$ cat config.mk
export PLATFORM = sky130hd
export DESIGN_NAME = touch_frame_qualifier
export DESIGN_NICKNAME = d
export VERILOG_FILES = /design/src/rtl/core/tfq_pkg.sv /design/src/rtl/core/tfq_front.sv /design/src/rtl/core/tfq_queue.sv /design/src/rtl/core/tfq_back.sv /design/src/rtl/core/touch_frame_qualifier.sv
export SDC_FILE = /design/constraint.sdc
export NUM_CORES = 1
export LEC_CHECK = 0
export ABC_CLOCK_PERIOD_IN_PS = 18050
export BUFFER_PORTS_ARGS = -buffer_cell sky130_fd_sc_hd__buf_2
export CORE_ASPECT_RATIO = 0.6
export CORE_UTILIZATION = 40
export DETAILED_ROUTE_END_ITERATION = 10
export PLACE_DENSITY_LB_ADDON = 0.2
export SYNTH_ARGS = -nofsm -noshare
export SYNTH_HDL_FRONTEND = slang
export SYNTH_HIERARCHICAL = 1
export SYNTH_SLANG_ARGS = --single-unit
$ cat constraint.sdc
create_clock -name clk -period 18.05 [get_ports clk]
set_input_delay 0.9025 -clock clk [delete_from_list [all_inputs] [get_ports clk]]
set_output_delay 0.9025 -clock clk [all_outputs]
set_load 0.05 [all_outputs]
$ cat src/rtl/core/tfq_pkg.sv
// Shared types and constants for the touch frame qualifier.
`timescale 1ns / 1ps
`default_nettype none
package tfq_pkg;

  // Configuration register indexes
  localparam logic [2:0] REG_ROTATION     = 3'd0;
  localparam logic [2:0] REG_PANEL_WIDTH  = 3'd1;
  localparam logic [2:0] REG_PANEL_HEIGHT = 3'd2;
  localparam logic [2:0] REG_HOLD_MS      = 3'd3;
  localparam logic [2:0] REG_JUMP_X       = 3'd4;
  localparam logic [2:0] REG_JUMP_Y       = 3'd5;

  localparam int CFG_INDEX_BITS = 3;
  localparam int CFG_DATA_BITS  = 16;

  // Configuration reset values
  localparam logic [1:0]  RST_ROTATION     = 2'd0;
  localparam logic [12:0] RST_PANEL_WIDTH  = 13'd320;
  localparam logic [12:0] RST_PANEL_HEIGHT = 13'd480;
  localparam logic [15:0] RST_HOLD_MS      = 16'd120;
  localparam logic [11:0] RST_JUMP_X       = 12'd120;
  localparam logic [11:0] RST_JUMP_Y       = 12'd40;

  // Event codes, byte 2 bits 7-6
  localparam logic [1:0] EV_DOWN    = 2'd0;
  localparam logic [1:0] EV_UP      = 2'd1;
  localparam logic [1:0] EV_CONTACT = 2'd2;

  // Rotation codes
  localparam logic [1:0] ROT_NONE = 2'd0;
  localparam logic [1:0] ROT_CW   = 2'd1;
  localparam logic [1:0] ROT_FLIP = 2'd2;
  localparam logic [1:0] ROT_CCW  = 2'd3;

  // Frame classes handed from front to back
  localparam logic [1:0] CLS_KEEP  = 2'd0;  // hold, no state change
  localparam logic [1:0] CLS_UP    = 2'd1;  // release
  localparam logic [1:0] CLS_CLEAR = 2'd2;  // clear stability, then hold
  localparam logic [1:0] CLS_POINT = 2'd3;  // mapped point to qualify

  localparam logic [1:0] STABLE_MAX = 2'd3;
  localparam logic [1:0] STABLE_MIN = 2'd2;

  typedef struct packed {
    logic [1:0]  cls;
    logic        down;
    logic [31:0] time_ms;
  } frame_ctl_t;

  typedef struct packed {
    logic       contact_active;
    logic [1:0] stable_count;
  } back_status_t;

endpackage
`default_nettype wire

$ cat src/rtl/core/tfq_front.sv
// Front end: decodes a frame, classifies it and maps the raw point to the panel.
`timescale 1ns / 1ps
`default_nettype none
module tfq_front #(
  parameter int COORD_BITS = 12
) (
  input  wire logic [1:0]            rotation,
  input  wire logic [12:0]           panel_width,
  input  wire logic [12:0]           panel_height,
  input  wire logic                  bus_ok,
  input  wire logic [7:0]            gesture_byte,
  input  wire logic [7:0]            point_count,
  input  wire logic [7:0]            event_x_high,
  input  wire logic [7:0]            x_low,
  input  wire logic [7:0]            y_high,
  input  wire logic [7:0]            y_low,
  input  wire logic [31:0]           time_ms,
  output tfq_pkg::frame_ctl_t        ctl,
  output logic [COORD_BITS-1:0]      map_x,
  output logic [COORD_BITS-1:0]      map_y
);
  import tfq_pkg::*;

  localparam logic [16:0] COORD_MAX = 17'((1 << COORD_BITS) - 1);

  logic [1:0]         ev;
  logic [11:0]        rx;
  logic [11:0]        ry;
  logic signed [14:0] rxs;
  logic signed [14:0] rys;
  logic signed [14:0] wm1;
  logic signed [14:0] hm1;
  logic signed [14:0] xs;
  logic signed [14:0] ys;
  logic [16:0]        lim_x;
  logic [16:0]        lim_y;
  logic               in_panel;

  function automatic logic [COORD_BITS-1:0] clamp(input logic signed [14:0] v,
                                                  input logic [16:0] lim);
    logic [16:0] u;
    u = {3'b000, v[13:0]};
    if (v[14]) begin
      clamp = '0;
    end else if (u > lim) begin
      clamp = lim[COORD_BITS-1:0];
    end else begin
      clamp = u[COORD_BITS-1:0];
    end
  endfunction

  assign ev  = event_x_high[7:6];
  assign rx  = {event_x_high[3:0], x_low};
  assign ry  = {y_high[3:0], y_low};
  assign rxs = $signed({3'b000, rx});
  assign rys = $signed({3'b000, ry});
  assign wm1 = $signed({2'b00, panel_width}) - 15'sd1;
  assign hm1 = $signed({2'b00, panel_height}) - 15'sd1;

  assign in_panel = ({1'b0, rx} < panel_height) && ({1'b0, ry} < panel_width);

  always_comb begin
    case (rotation)
      ROT_CW, ROT_CCW: begin
        xs = wm1 - rys;
        ys = rxs;
      end
      ROT_FLIP: begin
        xs = wm1 - rxs;
        ys = hm1 - rys;
      end
      default: begin
        xs = rxs;
        ys = rys;
      end
    endcase
  end

  // Panel limit, saturated to the coordinate range
  assign lim_x = ({4'b0, panel_width} - 17'd1 > COORD_MAX) ? COORD_MAX
               : {4'b0, panel_width} - 17'd1;
  assign lim_y = ({4'b0, panel_height} - 17'd1 > COORD_MAX) ? COORD_MAX
               : {4'b0, panel_height} - 17'd1;

  assign map_x = clamp(xs, lim_x);
  assign map_y = clamp(ys, lim_y);

  always_comb begin
    ctl.time_ms = time_ms;
    ctl.down    = (ev == EV_DOWN);
    if (!bus_ok) begin
      ctl.cls = CLS_KEEP;
    end else if (ev == EV_UP) begin
      ctl.cls = CLS_UP;
    end else if (gesture_byte != 8'h00 || point_count == 8'h00) begin
      ctl.cls = CLS_KEEP;
    end else if (ev != EV_DOWN && ev != EV_CONTACT) begin
      ctl.cls = CLS_CLEAR;
    end else if (!in_panel) begin
      ctl.cls = CLS_CLEAR;
    end else begin
      ctl.cls = CLS_POINT;
    end
  end

endmodule
`default_nettype wire

$ cat src/rtl/core/tfq_queue.sv
// Two-entry queue between the front end and the back end.
`timescale 1ns / 1ps
`default_nettype none
module tfq_queue #(
  parameter int DATA_BITS = 8
) (
  input  wire logic                 clk,
  input  wire logic                 rst,
  input  wire logic                 push,
  input  wire logic [DATA_BITS-1:0] push_data,
  input  wire logic                 pop,
  output logic                      full,
  output logic                      head_valid,
  output logic [DATA_BITS-1:0]      head_data
);

  logic [DATA_BITS-1:0] entry [2];
  logic                 wr_ptr;
  logic                 rd_ptr;
  logic [1:0]           count;

  assign full       = (count == 2'd2);
  assign head_valid = (count != 2'd0);
  assign head_data  = entry[rd_ptr];

  always_ff @(posedge clk) begin
    if (push) begin
      entry[wr_ptr] <= push_data;
    end
  end

  always_ff @(posedge clk) begin
    if (rst) begin
      wr_ptr <= 1'b0;
      rd_ptr <= 1'b0;
      count  <= 2'd0;
    end else begin
      if (push) begin
        wr_ptr <= ~wr_ptr;
      end
      if (pop) begin
        rd_ptr <= ~rd_ptr;
      end
      if (push && !pop) begin
        count <= count + 2'd1;
      end else if (pop && !push) begin
        count <= count - 2'd1;
      end
    end
  end

endmodule
`default_nettype wire

$ cat src/rtl/core/tfq_back.sv
// Back end: stability count, hold timing and the result register.
`timescale 1ns / 1ps
`default_nettype none
module tfq_back #(
  parameter int COORD_BITS = 12
) (
  input  wire logic                    clk,
  input  wire logic                    rst,
  input  wire logic [15:0]             hold_ms,
  input  wire logic [11:0]             jump_x,
  input  wire logic [11:0]             jump_y,
  input  wire logic                    take,
  input  wire tfq_pkg::frame_ctl_t     ctl,
  input  wire logic [COORD_BITS-1:0]   map_x,
  input  wire logic [COORD_BITS-1:0]   map_y,
  input  wire logic                    result_stall,
  output logic                         result_valid,
  output logic                         touched,
  output logic [COORD_BITS-1:0]        point_x,
  output logic [COORD_BITS-1:0]        point_y,
  output tfq_pkg::back_status_t        status
);
  import tfq_pkg::*;

  logic [1:0]            stable_count;
  logic [1:0]            stable_count_next;
  logic                  contact_active;
  logic                  contact_active_next;
  logic [COORD_BITS-1:0] last_x;
  logic [COORD_BITS-1:0] last_x_next;
  logic [COORD_BITS-1:0] last_y;
  logic [COORD_BITS-1:0] last_y_next;
  logic [31:0]           last_time;
  logic [31:0]           last_time_next;
  logic                  res_touched;
  logic [COORD_BITS-1:0] res_x;
  logic [COORD_BITS-1:0] res_y;
  logic                  hold_live;
  logic [31:0]           age;
  logic [1:0]            count_up;
  logic [COORD_BITS-1:0] dx;
  logic [COORD_BITS-1:0] dy;
  logic                  jumped;

  assign age       = ctl.time_ms - last_time;
  assign hold_live = contact_active && (age <= {16'b0, hold_ms});

  assign dx = (map_x > last_x) ? map_x - last_x : last_x - map_x;
  assign dy = (map_y > last_y) ? map_y - last_y : last_y - map_y;
  assign jumped = (17'(dx) > 17'(jump_x)) || (17'(dy) > 17'(jump_y));

  always_comb begin
    if (ctl.down) begin
      count_up = 2'd1;
    end else if (stable_count == STABLE_MAX) begin
      count_up = STABLE_MAX;
    end else begin
      count_up = stable_count + 2'd1;
    end
  end

  always_comb begin
    stable_count_next   = stable_count;
    contact_active_next = contact_active;
    last_x_next         = last_x;
    last_y_next         = last_y;
    last_time_next      = last_time;
    res_touched         = hold_live;
    case (ctl.cls)
      CLS_UP: begin
        stable_count_next   = 2'd0;
        contact_active_next = 1'b0;
        res_touched         = 1'b0;
      end
      CLS_CLEAR: begin
        stable_count_next = 2'd0;
      end
      CLS_POINT: begin
        stable_count_next = jumped ? {1'b0, ctl.down} : count_up;
        last_x_next       = map_x;
        last_y_next       = map_y;
        if (!jumped && count_up >= STABLE_MIN) begin
          contact_active_next = 1'b1;
          last_time_next      = ctl.time_ms;
          res_touched         = 1'b1;
        end
      end
      default: begin
      end
    endcase
    res_x = res_touched ? last_x_next : '0;
    res_y = res_touched ? last_y_next : '0;
  end

  always_ff @(posedge clk) begin
    if (rst) begin
      stable_count   <= 2'd0;
      contact_active <= 1'b0;
      last_x         <= '0;
      last_y         <= '0;
      last_time      <= '0;
      result_valid   <= 1'b0;
    end else begin
      if (take) begin
        stable_count   <= stable_count_next;
        contact_active <= contact_active_next;
        last_x         <= last_x_next;
        last_y         <= last_y_next;
        last_time      <= last_time_next;
        result_valid   <= 1'b1;
      end else if (!result_stall) begin
        result_valid <= 1'b0;
      end
    end
  end

  always_ff @(posedge clk) begin
    if (take) begin
      touched <= res_touched;
      point_x <= res_x;
      point_y <= res_y;
    end
  end

  assign status.contact_active = contact_active;
  assign status.stable_count   = stable_count;

endmodule
`default_nettype wire

$ cat src/rtl/core/touch_frame_qualifier.sv
// Top level of the touch frame qualifier: configuration registers and datapath.
//
// Frame channel: frame_valid/frame_stall carry one polled controller frame per
// transfer (bus flag, six response bytes, millisecond time stamp).
// Result channel: result_valid/result_stall carry one result per frame:
// touched with point_x/point_y, coordinates zero when not touched.
// Configuration: cfg_we writes cfg_data into the register selected by
// cfg_index; write only while no frame is in flight.
// Path: an accepted frame is written into the queue, then taken from its
// head into the result register. Throughput: one frame per cycle when
// nothing is stalled, set by the stability/hold update in the back end.
// The front end classifies and maps the point in the accepting cycle and
// pushes into a two-entry queue; frame_stall rises only when it is full.
// Receiver stall holds the result register; the queue absorbs up to two more
// frames before frame_stall asserts.
// Reset: synchronous; clears the queue, the result valid flag and all touch
// state, and loads the default panel configuration.
`timescale 1ns / 1ps
`default_nettype none
module touch_frame_qualifier #(
  parameter int COORD_BITS = 12
) (
  input  wire logic                                  clk,
  input  wire logic                                  rst,
  input  wire logic                                  cfg_we,
  input  wire logic [tfq_pkg::CFG_INDEX_BITS-1:0]    cfg_index,
  input  wire logic [tfq_pkg::CFG_DATA_BITS-1:0]     cfg_data,
  input  wire logic                                  frame_valid,
  output logic                                       frame_stall,
  input  wire logic                                  bus_ok,
  input  wire logic [7:0]                            gesture_byte,
  input  wire logic [7:0]                            point_count,
  input  wire logic [7:0]                            event_x_high,
  input  wire logic [7:0]                            x_low,
  input  wire logic [7:0]                            y_high,
  input  wire logic [7:0]                            y_low,
  input  wire logic [31:0]                           time_ms,
  output logic                                       result_valid,
  input  wire logic                                  result_stall,
  output logic                                       touched,
  output logic [COORD_BITS-1:0]                      point_x,
  output logic [COORD_BITS-1:0]                      point_y
);
  import tfq_pkg::*;

  localparam int ITEM_BITS = $bits(frame_ctl_t) + 2 * COORD_BITS;

  logic [1:0]            rotation;
  logic [12:0]           panel_width;
  logic [12:0]           panel_height;
  logic [15:0]           hold_ms;
  logic [11:0]           jump_x;
  logic [11:0]           jump_y;

  frame_ctl_t            front_ctl;
  logic [COORD_BITS-1:0] front_x;
  logic [COORD_BITS-1:0] front_y;
  frame_ctl_t            head_ctl;
  logic [COORD_BITS-1:0] head_x;
  logic [COORD_BITS-1:0] head_y;
  logic [ITEM_BITS-1:0]  head_data;
  logic                  head_valid;
  logic                  q_full;
  logic                  push;
  logic                  take;
  back_status_t          back_status;

  always_ff @(posedge clk) begin
    if (rst) begin
      rotation     <= RST_ROTATION;
      panel_width  <= RST_PANEL_WIDTH;
      panel_height <= RST_PANEL_HEIGHT;
      hold_ms      <= RST_HOLD_MS;
      jump_x       <= RST_JUMP_X;
      jump_y       <= RST_JUMP_Y;
    end else if (cfg_we) begin
      case (cfg_index)
        REG_ROTATION:     rotation     <= cfg_data[1:0];
        REG_PANEL_WIDTH:  panel_width  <= cfg_data[12:0];
        REG_PANEL_HEIGHT: panel_height <= cfg_data[12:0];
        REG_HOLD_MS:      hold_ms      <= cfg_data;
        REG_JUMP_X:       jump_x       <= cfg_data[11:0];
        REG_JUMP_Y:       jump_y       <= cfg_data[11:0];
        default: begin
        end
      endcase
    end
  end

  assign frame_stall = q_full;
  assign push        = frame_valid && !q_full;
  assign take        = head_valid && (!result_valid || !result_stall);

  tfq_front #(
    .COORD_BITS(COORD_BITS)
  ) u_front (
    .rotation     (rotation),
    .panel_width  (panel_width),
    .panel_height (panel_height),
    .bus_ok       (bus_ok),
    .gesture_byte (gesture_byte),
    .point_count  (point_count),
    .event_x_high (event_x_high),
    .x_low        (x_low),
    .y_high       (y_high),
    .y_low        (y_low),
    .time_ms      (time_ms),
    .ctl          (front_ctl),
    .map_x        (front_x),
    .map_y        (front_y)
  );

  tfq_queue #(
    .DATA_BITS(ITEM_BITS)
  ) u_queue (
    .clk        (clk),
    .rst        (rst),
    .push       (push),
    .push_data  ({front_ctl, front_x, front_y}),
    .pop        (take),
    .full       (q_full),
    .head_valid (head_valid),
    .head_data  (head_data)
  );

  assign {head_ctl, head_x, head_y} = head_data;

  tfq_back #(
    .COORD_BITS(COORD_BITS)
  ) u_back (
    .clk          (clk),
    .rst          (rst),
    .hold_ms      (hold_ms),
    .jump_x       (jump_x),
    .jump_y       (jump_y),
    .take         (take),
    .ctl          (head_ctl),
    .map_x        (head_x),
    .map_y        (head_y),
    .result_stall (result_stall),
    .result_valid (result_valid),
    .touched      (touched),
    .point_x      (point_x),
    .point_y      (point_y),
    .status       (back_status)
  );

`ifndef SYNTHESIS
  // Release frames always produce an untouched result
  assert property (@(posedge clk) disable iff (rst)
    take && head_ctl.cls == CLS_UP |=> result_valid && !touched)
    else $error("release frame reported as touched");

  // A touched result implies contact is still active
  assert property (@(posedge clk) disable iff (rst)
    result_valid && touched |-> back_status.contact_active)
    else $error("touched result without active contact");

  // A release clears the stability count
  assert property (@(posedge clk) disable iff (rst)
    take && head_ctl.cls == CLS_UP |=> back_status.stable_count == 2'd0)
    else $error("stability count not cleared on release");

  // Untouched results carry zero coordinates
  assert property (@(posedge clk) disable iff (rst)
    result_valid && !touched |-> point_x == '0 && point_y == '0)
    else $error("untouched result with nonzero coordinates");
`endif

endmodule
`default_nettype wire
* Word-level counts from Yosys, hierarchy flattened
Memories as Yosys holds them, arrays and structs flattened. A register that Yosys moved wholly into a read port is not among the register bits.
Cells that the tools add are included.
** Storage, ports and cells
- Logic and storage cells :: 135
- Bits in writable memories :: 118
- Bits in registers :: 157
- Memories kept :: 1
** Memories
- u_queue.entry :: depth 2, bits a word 59, read ports 1, clocked after Yosys merged registers in 1, wr ports 1, RTL line tfq_queue.sv:17 : logic [DATA_BITS-1:0] entry [2];
** Operators by class
- Reductions and logical operators :: 37
- $lt $le $gt $ge :: 12
- Equal/unequal tests :: 17
- Mux-type cells :: 33
- Add/sub/neg operators :: 15
- Bitwise gates (word level) :: 2
** Operators with widths (number)
- 2-to-1 mux 12 bit :: 8
- one-hot mux 15 bit (2 select lines) :: 2
- subtractor 13 x 1 -> 14 bit, second input constant :: 4
- > comparator 12 bit :: 4
- subtractor 12 bit :: 4
- subtractor 15 x 13 -> 15 bit :: 3
- > comparator 14 x 17 -> 1 bit :: 2
- > comparator 17 x 12 -> 1 bit, second input constant :: 2
- 2-to-1 mux 17 bit :: 2
- less-or-equal comparator 32 x 16 -> 1 bit :: 1
- subtractor 32 bit :: 1
- less-than comparator 12 x 13 -> 1 bit :: 2
- 2-to-1 mux 2 bit :: 9
- AND reduction 2 bit :: 7
- == test 2 bit, second input constant :: 6
- nonzero test 2 bit :: 5
- 2-to-1 mux 1 bit :: 9
- logical AND 1 bit :: 8
- logical NOT 8 bit :: 1
- nonzero test 8 bit :: 1
- == test 2 x 1 -> 1 bit, second input constant :: 3
- == test 3 x 2 -> 1 bit, second input constant :: 2
- == test 3 bit, second input constant :: 2
- logical NOT 1 bit :: 6
- 14 further kinds :: 22

* Depth between registers and ports, before layout
- Depth in word-level cells :: 8
- Gate-level depth with buffers :: 28
- Depth with buffers taken out :: 24

* Cells and area by module
Netlist, hierarchy kept.
** Modules (own cells, without submodules)
- tfq_back :: cells each 1030, instances 1, seq. area each 1951.9 um2, area each 8324.2 um2
- tfq_queue :: cells each 206, instances 1, seq. area each 3643.5 um2, area each 4510.6 um2
- tfq_front :: cells each 648, instances 1, seq. area each 0.0 um2, area each 4405.5 um2
- touch_frame_qualifier :: cells each 253, instances 1, seq. area each 1361.3 um2, area each 2736.4 um2

* Least setup slack after synthesis
OpenSTA, ideal clock, no wires.
- Path type :: register -> register
- Start :: reg with a tool-made name
- End :: reg u_back.last_time[0]
- Arrival time :: 5.729 ns
- Cell stages (with the launch flop) :: 28
- Required time :: 17.922 ns
- Clock period less this slack :: 5.857 ns
- Slack :: 12.193 ns
- Buffers on the path :: 4
- Setup time :: 0.128 ns
- Cells stage by stage :: dfxtp_1 buf_6 buf_6 mux2_2 inv_1 ha_1 inv_1 fa_1 a21o_1 a21o_1 a21oi_1 o21bai_1 a21o_1 a21oi_1 clkbuf_1 mux2i_1 xnor2_1 ha_1 a21o_1 a21o_1 a21oi_1 o21a_1 o21ai_0 a2111oi_0 nand2_1 buf_1 mux2i_1 nor2_1
** RTL lines
- end signal: assignment :: RTL line tfq_back.sv:109 : last_time <= last_time_next;
- end: declaration :: RTL line tfq_back.sv:33 : logic [31:0] last_time;

==> results by group <==
Global route
  – Pin count of the biggest net entering global routing: 66
  – Total Routing Usage GR: 0.224
  – GR peak layer: met1
  – Grt ovf: 0
  – First-pass GRT wire length: ~88000 um
  – Number of global-route vias before repair: 14800
  – GR met2 Demand/Resource: 0.291
  – Met1 Use GR: 0.363
  – Met3 Use GR: 0.0586
  – Initial antenna violation count: 4

Cells and area
  – Post-layout net count: 2506
  – Share of post-route cells with drive strength above 1: 0.142
  – Final Util: 0.449
  – Syn-to-layout area delta: 9.22%
  – Design Area, Final: 21800 um^2

Drt
  – Final wirelength: 58000 um
  – Drt initial violations: 1355
  – Routed length per instance: 20.3 um
  – DR pass1 iterations: 5
  – Post-DR vias/cell: 5.56
  – DRT antenna net count: 0
  – Via count: around 16000
  – Residual DRC: 0

Clocking
  – CTS resizes: 0
  – Clock buffer depth: 3
  – Number of CTS-inserted buffers: 29
  – CTS Root Cell: clkbuf_16
  – Total clock sinks: 276
  – Setup bufs post-CTS: 0
  – H-tree Lvls: 1
  – Clk Latency, worst-skew pair: 0.56 ns
  – Hold-fix buffers at CTS: 0
  – Clk slew on worst S/H paths: 0.07 ns
  – CTS tree: built

Critical path
  – Crit path arrival time: 7.68 ns
  – CP endpoint kind: register
  – Worst setup SP type: register
  – Reg2reg path depth: 24
  – Worst-path fanout max: 34
  – Worst path required time: 18.47 ns
  – Crit Path Class: reg2reg

Pwr
  – Maximum vdd drop: 74.6 uV
  – Pwr dens: 126 nW/um^2
  – Internal power: 1630 uW
  – Seq pwr share: 0.289
  – Sw power: between 1000 and 1500 uW
  – Total Power: 2750 uW
  – Leak: 0.00912 uW
  – Switching share of power: 0.407
  – Combinational power share: 0.492
  – Clock Power Share: 0.219

Timing
  – Slew Viols, Final: 0
  – Crit share post-route: 0.402
  – Worst slew pin tran: 1.29 ns
  – TNS Setup: 0 ns
  – Final Hold Vio Count: 0
  – Highest Clock Rate: between 100 and 150 MHz
  – Final min period: between 7 and 8 ns
  – Post-Route Skew: ~0.017 ns
  – # setup viols final: 0
  – RSZ-0062 raised after global routing: false
  – Max_slew headroom: 0.142
  – Final worst-path setup slack: 10.80 ns

Die
  – DIE HEIGHT: 175 um
  – Initial Util: 0.411
  – Core area: 48600 um^2
  – Die W: 290 um
  – Die Area: 50800 um^2
  – IO Count: 132
  – # rows: 62

Run status
  – Status: finished, final reports clean

Min path
  – Hold Path Class: reg2reg
  – WHS Path Cells: 2

Place
  – Port bufs: 125
  – DP HPWL: 45000 um
  – Worst slack, placed: 10.78 ns
  – DP Area: 20800 um^2
  – Gpl congestion: a little over 1

Job
  – Max-cap check violation count: 0

Synth
  – Synth warnings: 6
  – Avg Cell Area, Syn: 9.35 um^2
  – Mapped cell area: 20000 um^2
  – Mapped Cells: 2136
state kept, by name, summed over array words and instances, names as in the netlist, 13 cells and up, named ones only:
register and cells:
hold_ms 16, panel_height 13, panel_width 13, u_back/last_time 32
u_queue/entry 118
worst paths after layout:
path	startpoint	endpoint	slack (ns)
worst min-delay path	jump_y[11]	jump_y[11]	0.48
worst max-delay path	register	u_back/last_time[13]	10.80
worst min register to register	jump_y[11]	jump_y[11]	0.48
worst max register to register	register	u_back/last_time[13]	10.80
critical path: stages, from the launching register on:
cell and delay (ns):
dfxtp_2 0.41, buf_4 0.47, mux2_2 0.44, inv_1 0.07, ha_1 0.30, a21o_1 0.22, a21oi_1 0.18, nor2b_1 0.07
o32a_1 0.33, a21oi_1 0.70, buf_4 0.31, mux2i_1 0.27, o221ai_1 0.16, a21oi_1 0.24, xnor2_1 0.16, ha_1 0.27
a21o_1 0.18, a21o_1 0.17, a21oi_1 0.12, o21ai_0 0.22, a2111oi_0 0.52, buf_4 0.21, nand2_2 0.61, mux2i_1 0.39
nor2_1 0.06
cells in the final DEF (no fill, tap or decap), types with 87 or more instances in the layout:
cell / count
nand2b_1: 87
edfxtp_1: 143
mux2i_1: 122
nand2_1: 146
a21oi_1: 148
dfxtp_1: 132
inv_1: 193
nor2_1: 165
ha_1: 196
buf_2: 124
power groups by stage:
stage	Combinational, uW	Clock (uW)	Sequential [uW]
after detailed placement	1330	0	810
after global placement	1300	0	807
after CTS	1340	620	796
after floorplan	926	0	892
after global routing	1490	642	804
final	1360	602	795
metrics by stage:
step / hold slack, ns / instances
after detailed placement: 0.462 / 2807
final: 0.478 / 2863
after CTS: 0.476 / 2860
after global routing: 0.494 / 2862
after floorplan: 0.449 / 2141
after global placement: 0.459 / 2807
area by class of cell:
cell class                 count  area, um^2
inverter                     193         724
clock inverter                10         106
antenna                        3        7.51
tap                          640         801
fill                        4765       26800
clock buffer                  43         851
multi-input combinational   1556       11600
timing repair buffer         142         756
sequential                   276        6960
routing by layer:
layer  up-vias  wire length (um)  share of wire
met1      7613             30700           0.53
li1       7770                 -              -
met5         -                10        0.00017
met3        40              5320          0.092
met4         2               676          0.012
met2       491             21300           0.37
(Power assumes the default switching activity.)
